**config.mk**
```make
export PLATFORM = sky130hd
export DESIGN_NAME = aelr_fifo
export DESIGN_NICKNAME = d
export VERILOG_FILES = /design/src/aelr_pkg.sv /design/src/aelr_fifo.sv
export SDC_FILE = /design/constraint.sdc
export NUM_CORES = 1
export LEC_CHECK = 0
export ABC_AREA = 0
export BUFFER_PORTS_ARGS = -buffer_cell sky130_fd_sc_hd__buf_4
export CORE_MARGIN = 8
export CORE_UTILIZATION = 40
export DETAILED_ROUTE_END_ITERATION = 16
export GPL_TIMING_DRIVEN = 0
export PLACE_DENSITY = 0.66
export SYNTH_ARGS = -nofsm -noshare
export SYNTH_HDL_FRONTEND = slang
export SYNTH_SLANG_ARGS = --single-unit
```
**constraint.sdc**
```tcl
create_clock -name clk -period 2.67 [get_ports clk]
set_clock_uncertainty 0.2 [all_clocks]
set_input_delay 0.4005 -clock clk [delete_from_list [all_inputs] [get_ports clk]]
set_output_delay 0.4005 -clock clk [all_outputs]
set_load 0.02 [all_outputs]
```
**src/aelr_pkg.sv**
```systemverilog
// Shared types, constants and the log table for the approximate entropy block.
package aelr_pkg;

  localparam int MAX_RETURNS_DEF = 256;
  localparam int QDEPTH          = 2;

  localparam logic [2:0]  EMBED_DIM_RST  = 3'd2;
  localparam logic [15:0] TOL_FACTOR_RST = 16'd13107;
  localparam logic [7:0]  MIN_RET_RST    = 8'd5;

  typedef enum logic [1:0] {
    CFG_EMBED_DIM  = 2'd0,
    CFG_TOL_FACTOR = 2'd1,
    CFG_MIN_RET    = 2'd2
  } cfg_idx_t;

  localparam logic [1:0] ST_OK   = 2'd0;
  localparam logic [1:0] ST_FEW  = 2'd1;
  localparam logic [1:0] ST_ZTOL = 2'd2;

  typedef struct packed {
    logic [2:0]  embed_dim;
    logic [15:0] tol_factor;
    logic [7:0]  min_ret;
  } cfg_t;

  // one queue entry: an optional return plus an end-of-series mark
  typedef struct packed {
    logic        ret;
    logic        fin;
    logic [31:0] val;
  } cmd_t;

  typedef logic [64:0][31:0] ln_tab_t;

  // shift-subtract division, only used while building the table
  function automatic logic [63:0] udiv64(input logic [63:0] num, input logic [63:0] den);
    logic [63:0] q;
    logic [64:0] r;
    q = '0;
    r = '0;
    for (int b = 63; b >= 0; b--) begin
      r = {r[63:0], num[b]};
      if (r >= {1'b0, den}) begin
        r = r - {1'b0, den};
        q[b] = 1'b1;
      end
    end
    return q;
  endfunction

  // ln(1 + i/64) in Q8.24 from the odd atanh series in Q0.32
  function automatic ln_tab_t ln_tab_build();
    ln_tab_t     t;
    logic [63:0] z, z2, term, sum;
    for (int i = 0; i <= 64; i++) begin
      z    = udiv64(64'(i) << 32, 64'(128 + i));
      z2   = (z * z) >> 32;
      term = z;
      sum  = '0;
      for (int k = 1; k <= 31; k += 2) begin
        sum  = sum + udiv64(term, 64'(k));
        term = (term * z2) >> 32;
      end
      t[i] = 32'((sum << 1) >> 8);
    end
    return t;
  endfunction

  localparam ln_tab_t LN_TAB = ln_tab_build();

endpackage

```
**src/aelr_fifo.sv**
```systemverilog
// Small command queue between the front and the back.
module aelr_fifo (
  input  logic          clk,
  input  logic          rst_n,
  input  logic          push,
  input  aelr_pkg::cmd_t din,
  output logic          full,
  input  logic          pop,
  output aelr_pkg::cmd_t dout,
  output logic          empty
);
  import aelr_pkg::*;

  localparam int QAW = $clog2(QDEPTH);

  cmd_t             mem_r [QDEPTH];
  logic [QAW-1:0]   wp_r, rp_r;
  logic [QAW:0]     cnt_r;
  logic             do_push, do_pop;

  assign full    = (cnt_r == (QAW+1)'(QDEPTH));
  assign empty   = (cnt_r == '0);
  assign dout    = mem_r[rp_r];
  assign do_push = push && !full;
  assign do_pop  = pop && !empty;

  always_ff @(posedge clk) begin
    if (do_push) begin
      mem_r[wp_r] <= din;
    end
  end

  always_ff @(posedge clk) begin
    if (!rst_n) begin
      wp_r  <= '0;
      rp_r  <= '0;
      cnt_r <= '0;
    end else begin
      if (do_push) begin
        wp_r <= wp_r + 1'b1;
      end
      if (do_pop) begin
        rp_r <= rp_r + 1'b1;
      end
      if (do_push && !do_pop) begin
        cnt_r <= cnt_r + 1'b1;
      end else if (do_pop && !do_push) begin
        cnt_r <= cnt_r - 1'b1;
      end
    end
  end
endmodule

```
==> impl_metrics.ini <==
[status]
status = finished, final reports clean

[grt]
grtUsageTotal_pct = 10.90
antenna_found_initial = 0
grt_overflow = 0
grt_pass1_vias = 1589
grt_pass1_wl_um = 7948
grt_max_degree = 35

[cts]
max-clock-path-buffers = 2
postCtsResizedCells = 0
cts.sinks = 73
hold_buffers = 0
cts_tree = built
clkTransAtPathRegs_ps = 80
cts_buffers = 9
h-tree-depth = 3
cts_post_setup_buffers_inserted = 0
clk_latency_ps = 340
clock-root-buffer = clkbuf_8

[finish]
layout-drive-gt1-share_pct = 59.01
antenna_cells = 0
layout.nets = 256
area_delta_synth_final_pct = 34.14

[floorplanning]
start_util_pct = 40.43
dieArea_um2 = 9594
die_x_um = 97.95
dieHeight_um = 97.95
core_area_um2 = 6644
io_pins = 74
fp-row-count = 30

[timing]
setup_viol = 0
rsz0062_at_grt = false
slew_headroom_pct = 42.52
holdWs_ps = 44.68
worst_slew_pin_slew_ps = 862.1
min_period_ps = 2163
hold_violations = 0
min_period_over_period_pct = 81.00
setup_slack_ps = 507.3
max_freq_mhz = 462.4
final-max-slew-violation-count = 0

[critical_path]
worstPathRequired_ps = 2070
crit_path_start_kind = register
r2r_start = cnt_r[0]$_SDFFE_PN0P_
critPathArrivalTime_ps = 1560
critPathKind = reg2out
critPathCaptureType = output pin
critPathMaxFanout = 10
ff2ff_path_depth = 2

[route]
vias = 1427
wl_per_cell_um = 16.75
final_antenna_net_count = 0
route.detailed.drc = 0
via_per_inst = 4.725
wl_um = 5059
first_iter_violations = 72
dr.pass1.iters = 4

[synth]
yosysWarnings = 0
synthCells = 131
syn_nets = 170
seq_area_frac_synth_pct = 79.74
yosysUniqueCellTypes = 21
synth_area_per_cell_um2 = 20.51
syn_area_um2 = 2686
yosys_register_bits = 73

[worst_hold_path]
hold_path_depth = 1
min_from = din[29]
hp-class = in2reg

[flow_run]
maxCapViolCount = 0

[placed_design]
gp_congestion = 0.6779
port_buffers = 73
post-place-ws_ps = 683.3
post-dp-hpwl_um = 3477

[pwr]
p_leak_nw = 1.363
power.density_nw_per_um2 = 990.1
vdd_drop_max_uv = 626.1
-- cell families after synthesis --
group                    count (synthesis)  synth area share (%)
flip-flops                              73                 79.74
AO/OA/AOI/OAI                            5                 1.211
AND/OR/NAND/NOR                          9                 2.050
adder cells (fa/ha/maj)                  1                0.4657
XOR/XNOR                                 3                0.9783
multiplexers                            34                 14.25
buffers and inverters                    6                 1.304
-- path summary, 6_finish.rpt --
check / to / slack [ps]
min: mem_r[0][29]$_DFFE_PP_ / 40
max: dout[10] / 510
min reg2reg: cnt_r[1]$_SDFFE_PN0P_ / 350
max reg2reg: mem_r[1][7]$_DFFE_PP_ / 710
-- metrics by stage --
stage | std cells | TNS (ps) | power (mW) | util (%) | instance area [µm²]
floorplan | 131 | 0 | 2.191 | - | 2686
global placement | 284 | -28720 | 2.622 | 50.19 | 3334
detailed placement | 286 | 0 | 2.682 | 50.94 | 3385
CTS | 302 | 0 | 3.622 | 54.24 | 3603
global route | 302 | 0 | 3.748 | 54.24 | 3603
finish | 302 | 0 | 3.568 | 54.24 | 3603
-- registers in the layout, indices dropped and copies added (netlist names), named ones only --
name,flops
cnt_r,2
mem_r,68
rp_r,1
wp_r,1
-- Yosys cell counts --
cell / number / area, µm²
a21boi_1: 1 / 7.510
o21ai_0: 1 / 5.000
or3_1: 1 / 6.260
ha_1: 1 / 12.51
inv_2: 1 / 3.750
a21boi_0: 1 / 7.510
dfxtp_1: 5 / 100.1
xnor2_1: 2 / 17.52
xor2_1: 1 / 8.760
mux2_2: 34 / 382.9
o21a_1: 1 / 7.510
nor3_2: 1 / 10.01
and3_1: 1 / 6.260
buf_4: 3 / 22.52
inv_1: 1 / 3.750
nand2b_1: 1 / 6.260
o21ai_1: 1 / 5.000
buf_2: 1 / 5.000
nor2_1: 2 / 7.510
edfxtp_1: 68 / 2042
and2_1: 3 / 18.77
-- cells in the final DEF (no fill, tap or decap), types with 2 or more instances in the layout --
cell type  netlist  routed
buf_4            3      76
edfxtp_1        68      68
mux2_2          34      34
clkbuf_8         0      10
dfxtp_1          5       5
and2_1           3       3
nor2_1           2       2
xnor2_1          2       2
clkinv_2         0       2
bufinv_16        0       2
-- per-layer routing --
metal	GRT usage (%)	share of wire, %	vias to the layer above
met4	5.396	1.2	0
li1	-	-	680
met1	11.60	42	688
met5	0	0	-
met2	17.81	49	51
met3	5.121	7.5	8
-- critical path: stages, from the launching register on --
cell	delay, ps
dfxtp_1	300
buf_2	190
buf_4	230
mux2_2	360
buf_4	160
-- cell type report --
cell class                 instances  area (µm²)
multi-input combinational         52       516.7
buffer                             4       27.53
tap                               80       100.1
sequential                        73        2142
clock buffer                      10       137.6
fill                             547        3040
timing repair buffer              75       590.6
clock inverter                     6       81.33
inverter                           2       7.507
-- where the power goes --
part | internal, mW | switching [mW]
Sequential | 1.44 | 0.0474
Combinational | 0.544 | 0.603
Clock | 0.545 | 0.389
No activity file was read; power rests on OpenSTA's default activity.
