[src/aelr_pkg.sv]
// Shared types, constants and the log table for the approximate entropy block.
package aelr_pkg;

  localparam int MAX_RETURNS_DEF = 256;
  localparam int QDEPTH          = 2;

  localparam logic [2:0]  EMBED_DIM_RST  = 3'd2;
  localparam logic [15:0] TOL_FACTOR_RST = 16'd13107;
  localparam logic [7:0]  MIN_RET_RST    = 8'd5;

  typedef enum logic [1:0] {
    CFG_EMBED_DIM  = 2'd0,
    CFG_TOL_FACTOR = 2'd1,
    CFG_MIN_RET    = 2'd2
  } cfg_idx_t;

  localparam logic [1:0] ST_OK   = 2'd0;
  localparam logic [1:0] ST_FEW  = 2'd1;
  localparam logic [1:0] ST_ZTOL = 2'd2;

  typedef struct packed {
    logic [2:0]  embed_dim;
    logic [15:0] tol_factor;
    logic [7:0]  min_ret;
  } cfg_t;

  // one queue entry: an optional return plus an end-of-series mark
  typedef struct packed {
    logic        ret;
    logic        fin;
    logic [31:0] val;
  } cmd_t;

  typedef logic [64:0][31:0] ln_tab_t;

  // shift-subtract division, only used while building the table
  function automatic logic [63:0] udiv64(input logic [63:0] num, input logic [63:0] den);
    logic [63:0] q;
    logic [64:0] r;
    q = '0;
    r = '0;
    for (int b = 63; b >= 0; b--) begin
      r = {r[63:0], num[b]};
      if (r >= {1'b0, den}) begin
        r = r - {1'b0, den};
        q[b] = 1'b1;
      end
    end
    return q;
  endfunction

  // ln(1 + i/64) in Q8.24 from the odd atanh series in Q0.32
  function automatic ln_tab_t ln_tab_build();
    ln_tab_t     t;
    logic [63:0] z, z2, term, sum;
    for (int i = 0; i <= 64; i++) begin
      z    = udiv64(64'(i) << 32, 64'(128 + i));
      z2   = (z * z) >> 32;
      term = z;
      sum  = '0;
      for (int k = 1; k <= 31; k += 2) begin
        sum  = sum + udiv64(term, 64'(k));
        term = (term * z2) >> 32;
      end
      t[i] = 32'((sum << 1) >> 8);
    end
    return t;
  endfunction

  localparam ln_tab_t LN_TAB = ln_tab_build();

endpackage

[src/aelr_ln.sv]
// Multi-cycle natural log, Q16.16 in, Q8.24 out: normalize, table lookup, interpolate.
module aelr_ln (
  input  logic               clk,
  input  logic               rst_n,
  input  logic               start,
  input  logic [31:0]        v,
  output logic               done,
  output logic signed [31:0] res
);
  import aelr_pkg::*;

  typedef enum logic [3:0] {
    L_IDLE = 4'b0001,
    L_NORM = 4'b0010,
    L_MUL  = 4'b0100,
    L_SUM  = 4'b1000
  } lst_t;

  lst_t               st_r;
  logic [31:0]        m_r;
  logic [4:0]         p_r;
  logic [2:0]         stp_r;
  logic               zero_r;
  logic [31:0]        base_r;
  logic [56:0]        prod_r;
  logic signed [31:0] pt_r;
  logic signed [31:0] res_r;
  logic               done_r;

  logic [4:0]         sh;
  logic               top_zero;
  logic [6:0]         idx;
  logic [31:0]        diff;
  logic signed [6:0]  pe;

  always_comb begin
    sh       = 5'd16 >> stp_r;
    top_zero = ((m_r >> (6'd32 - {1'b0, sh})) == 32'd0);
    idx      = {1'b0, m_r[30:25]};
    diff     = LN_TAB[idx + 7'd1] - LN_TAB[idx];
    pe       = $signed({2'b00, p_r}) - 7'sd16;
  end

  assign done = done_r;
  assign res  = res_r;

  always_ff @(posedge clk) begin
    if (!rst_n) begin
      st_r   <= L_IDLE;
      done_r <= 1'b0;
    end else begin
      done_r <= 1'b0;
      unique case (st_r)
        L_IDLE: begin
          if (start) begin
            m_r    <= v;
            p_r    <= 5'd31;
            stp_r  <= '0;
            zero_r <= (v == 32'd0);
            st_r   <= L_NORM;
          end
        end
        L_NORM: begin
          if (top_zero) begin
            m_r <= m_r << sh;
            p_r <= p_r - sh;
          end
          stp_r <= stp_r + 1'b1;
          if (stp_r == 3'd4) begin
            st_r <= L_MUL;
          end
        end
        L_MUL: begin
          base_r <= LN_TAB[idx];
          prod_r <= 57'(diff) * 57'(m_r[24:0]);
          pt_r   <= 32'(pe * $signed({1'b0, LN_TAB[64]}));
          st_r   <= L_SUM;
        end
        L_SUM: begin
          res_r  <= zero_r ? 32'sd0 : pt_r + $signed(base_r) + $signed(prod_r[56:25]);
          done_r <= 1'b1;
          st_r   <= L_IDLE;
        end
        default: st_r <= L_IDLE;
      endcase
    end
  end
endmodule

[src/aelr_front.sv]
// Front: takes prices, works out absolute log returns, queues returns and end marks.
module aelr_front (
  input  logic           clk,
  input  logic           rst_n,
  input  logic [31:0]    in_price,
  input  logic           in_last,
  input  logic           in_push,
  output logic           in_full,
  output logic           q_push,
  output aelr_pkg::cmd_t q_entry,
  input  logic           q_full
);
  import aelr_pkg::*;

  typedef enum logic [2:0] {
    F_IDLE = 3'b001,
    F_LN   = 3'b010,
    F_PUSH = 3'b100
  } fst_t;

  fst_t               st_r;
  logic               last_r;
  logic signed [31:0] prev_ln_r;
  logic               prev_ok_r;
  cmd_t               ent_r;

  logic               ln_go, ln_done;
  logic signed [31:0] ln_res;
  logic signed [31:0] d;

  assign in_full = (st_r != F_IDLE);
  assign ln_go   = (st_r == F_IDLE) && in_push && (in_price != 32'd0);
  assign q_push  = (st_r == F_PUSH) && !q_full;
  assign q_entry = ent_r;
  assign d       = ln_res - prev_ln_r;

  aelr_ln u_ln (
    .clk   (clk),
    .rst_n (rst_n),
    .start (ln_go),
    .v     (in_price),
    .done  (ln_done),
    .res   (ln_res)
  );

  always_ff @(posedge clk) begin
    if (!rst_n) begin
      st_r      <= F_IDLE;
      prev_ok_r <= 1'b0;
    end else begin
      unique case (st_r)
        F_IDLE: begin
          if (in_push) begin
            last_r <= in_last;
            if (in_price == 32'd0) begin
              prev_ok_r <= 1'b0;
              if (in_last) begin
                ent_r <= '{ret: 1'b0, fin: 1'b1, val: 32'd0};
                st_r  <= F_PUSH;
              end
            end else begin
              st_r <= F_LN;
            end
          end
        end
        F_LN: begin
          if (ln_done) begin
            ent_r     <= '{ret: prev_ok_r, fin: last_r, val: d[31] ? -d : d};
            prev_ln_r <= ln_res;
            prev_ok_r <= !last_r;
            st_r      <= (prev_ok_r || last_r) ? F_PUSH : F_IDLE;
          end
        end
        F_PUSH: begin
          if (!q_full) begin
            st_r <= F_IDLE;
          end
        end
        default: st_r <= F_IDLE;
      endcase
    end
  end
endmodule

[config.mk]
export PLATFORM = sky130hd
export DESIGN_NAME = aelr_front
export DESIGN_NICKNAME = d
export VERILOG_FILES = /design/src/aelr_pkg.sv /design/src/aelr_ln.sv /design/src/aelr_front.sv
export SDC_FILE = /design/constraint.sdc
export NUM_CORES = 2
export LEC_CHECK = 0
export BUFFER_PORTS_ARGS = -buffer_cell sky130_fd_sc_hd__buf_4
export CAP_MARGIN = 30
export CORE_AREA = 2 2 291 293
export DETAILED_ROUTE_END_ITERATION = 7
export DIE_AREA = 0 0 293 295
export GPL_TIMING_DRIVEN = 0
export HOLD_SLACK_MARGIN = 0.08
export PLACE_DENSITY_LB_ADDON = 0.3
export SLEW_MARGIN = 0
export SYNTH_ARGS = -nofsm -noshare
export SYNTH_HDL_FRONTEND = slang
export SYNTH_SLANG_ARGS = --single-unit
[constraint.sdc]
create_clock -name clk -period 20.7 [get_ports clk]
set_input_delay 2.07 -clock clk [delete_from_list [all_inputs] [get_ports clk]]
set_output_delay 2.07 -clock clk [all_outputs]
set_load 0.05 [all_outputs]
==> impl_metrics.json <==
{
  "period_minus_slack_ns": 16.99,
  "status": "completed",
  "drtIter0Drc": 4913,
  "ys_seq_elements": 260,
  "num_vias": 43800,
  "core_area_um2": 83200,
  "hp-class": "register to register",
  "maxCapViolations": 0,
  "htreeDepth": 1,
  "critPathArrivalTime_ns": 17.38,
  "place_congestion": 1.06,
  "report.final.hold_viol_count": 0,
  "grt_pass1_vias": 44000,
  "clock_latency_ns": 0.65,
  "max_clock_freq_mhz": 58.9,
  "setup_viol": 0,
  "synth.avg_cell_area_um2": 8.77,
  "syn_nets": 6725,
  "slew_viol_final": 0,
  "grt.total_usage_pct": 44.9,
  "postCtsSetupBuffers": 0,
  "async_reset_ff_share_pct": 0,
  "antenna_found_initial": 19,
  "yosys_most_used_dff": "edfxtp_1",
  "wl_per_cell_um": 28.3,
  "routed_via_density": 6.40,
  "netlist.area_leader.share_pct": 29.8,
  "finish.net_count": 6870,
  "finalClockSkew_ns": 0.0258,
  "grt_pass1_wl_mm": 283,
  "grt-ovfl-total": 0,
  "crit_slowest_cell": "xnor2_1",
  "hpwlAfterDp_mm": 155,
  "synth_top_area_cell": "fa_1",
  "yosysUniqueCellTypes": 108,
  "die_w_um": 293,
  "cp_max_fo": 10,
  "clockBufferDepth": 3,
  "required_ns": 21.09,
  "ys_top_cells_by_area": "fa_1, edfxtp_1, ha_1, inv_1, and2_1",
  "worst_setup_path_end_kind": "register",
  "clockRootBuffer": "clkbuf_16",
  "die_y_um": 295,
  "ant_nets": 0,
  "io_buffers": 72,
  "cts_sinks": 260,
  "dieArea_um2": 86400,
  "fin_crit_sh_pct": 82.1,
  "setup_tns_ns": 0,
  "holdBufCountCts": 0,
  "worst_setup_path_start_kind": "register",
  "drive_gt1_share_pct": 5.17,
  "crit_top_cell": "fa_1",
  "ctsResizeCount": 0,
  "io_pins": 73,
  "clk_pin_slew_ns": 0.07,
  "synth_edf_count": 227,
  "syn_to_final_growth_pct": 7.18,
  "start_util_pct": 58.8,
  "slew_headroom_pct": 23.4,
  "grt_max_degree": 62,
  "tritoncts": "built",
  "cts_buffers": 30,
  "dr.pass1.iters": 6,
  "synth-seq-area-share_pct": 15.3,
  "crit_type": "register to register",
  "tightest_slew_ns": 1.14,
  "syn_inst": 5574,
  "synth_area_um2": 48900,
  "rows": 106,
  "grt_setup_unrepaired": "no",
  "synth-warning-count": 0,
  "drt_drc_violations_left": 0,
  "max_stage_delay_ns": 0.85,
  "totalWireLength_mm": 194
}
==> registers in the layout, indices dropped and copies added, names as in the netlist, named ones only <==
name / cells
st_r: 3
u_ln.m_r: 32
last_r: 1
u_ln.prod_r: 32
q_entry: 34
u_ln.stp_r: 3
u_ln.base_r: 24
u_ln.zero_r: 1
u_ln.done: 1
u_ln.res: 32
u_ln.p_r: 5
prev_ok_r: 1
u_ln.st_r: 4
u_ln.pt_r: 31
prev_ln_r: 32
==> layout make-up <==
cell class	count	area, µm²
Timing Repair Buffer	113	1010
Buffer	332	1370
Clock buffer	33	762
Tap cell	1080	1350
Inverter	974	3660
Multi-Input combinational cell	4008	36400
Clock inverter	23	308
Fill cell	7115	30800
Sequential cell	260	7480
Antenna cell	19	47.5
==> per-stage QoR <==
stage,instances,hold WS (ns),cell area (µm²),setup WS [ns],utilization [%]
after global placement,6726,0.413,50800,3.60,61.0
after global routing,6828,0.425,52300,3.33,62.9
after detailed placement,6757,0.415,51100,4.18,61.5
after CTS,6813,0.421,52200,4.12,62.8
after floorplan,5574,0.408,48900,9.01,-
final,6842,0.423,52400,3.71,63.0
==> cell families (layout without fill, tap and decap cells) <==
logic type	count (synthesis)	after routing	synth area share [%]
other cells	0	19	0
flops	260	260	15.3
simple gates	1717	1717	17.2
mux	57	57	1.38
fa+ha+maj	1114	1114	39.7
buf+inv	1306	1475	10.3
compound gates	961	961	13.3
xor+xnor	159	159	2.85
==> synth_stat cells, drive strengths merged, types with 46 or more instances <==
library cell and n:
inv 970, a31oi 52, nor2 303, ha 386, and2 391, xnor2 94, o21ai 201, a211oi 48
clkbuf 268, nor2b 46, a21oi 225, nand2 609, nand3 69, xor2 65, buf 64, nor3 99
a21o 68, edfxtp 227, fa 728
==> layer usage <==
metal	part of all wire [%]	vias up	GRT usage, %
met5	0.033	-	0
met4	8.9	4	33.2
met3	12	763	13.0
met2	43	2977	67.8
met1	36	21600	54.9
li1	-	18500	-
==> critical path: cells and delay by family, from the launching register on <==
kind            cells  cell delay, ns
buf+inv             8            3.16
xor+xnor            3            1.78
compound gates     14            4.47
simple gates       10            2.36
flops               1            0.52
fa+ha+maj           9            4.39
==> layout by cell type (no fill, tap or decap), types with 36 or more instances in the layout <==
master	instances
inv_1	963
fa_1	728
nand2_1	607
and2_1	391
ha_1	386
nor2_1	302
clkbuf_1	271
edfxtp_1	227
a21oi_1	222
o21ai_0	196
nor3_1	97
buf_4	97
xnor2_1	92
a21o_1	68
nand3_1	68
xor2_1	65
a31oi_1	52
a211oi_1	47
nor2b_1	44
mux2i_1	39
a221oi_1	39
and3_1	37
o211ai_1	36
==> worst paths after layout <==
kind	from	end	slack, ns	depth (start not counted)
setup / recovery	u_ln.m_r[27]$_DFFE_PP_	u_ln.prod_r[44]$_DFFE_PP_	3.71	44
hold / removal	register	u_ln.base_r[20]$_DFFE_PP_	0.42	0
setup reg to reg	u_ln.m_r[27]$_DFFE_PP_	u_ln.prod_r[44]$_DFFE_PP_	3.71	44
hold reg to reg	register	u_ln.base_r[20]$_DFFE_PP_	0.42	0
Power is not shown: default switching activity piles up to over one toggle a cycle in this logic, so the estimate is an artifact.
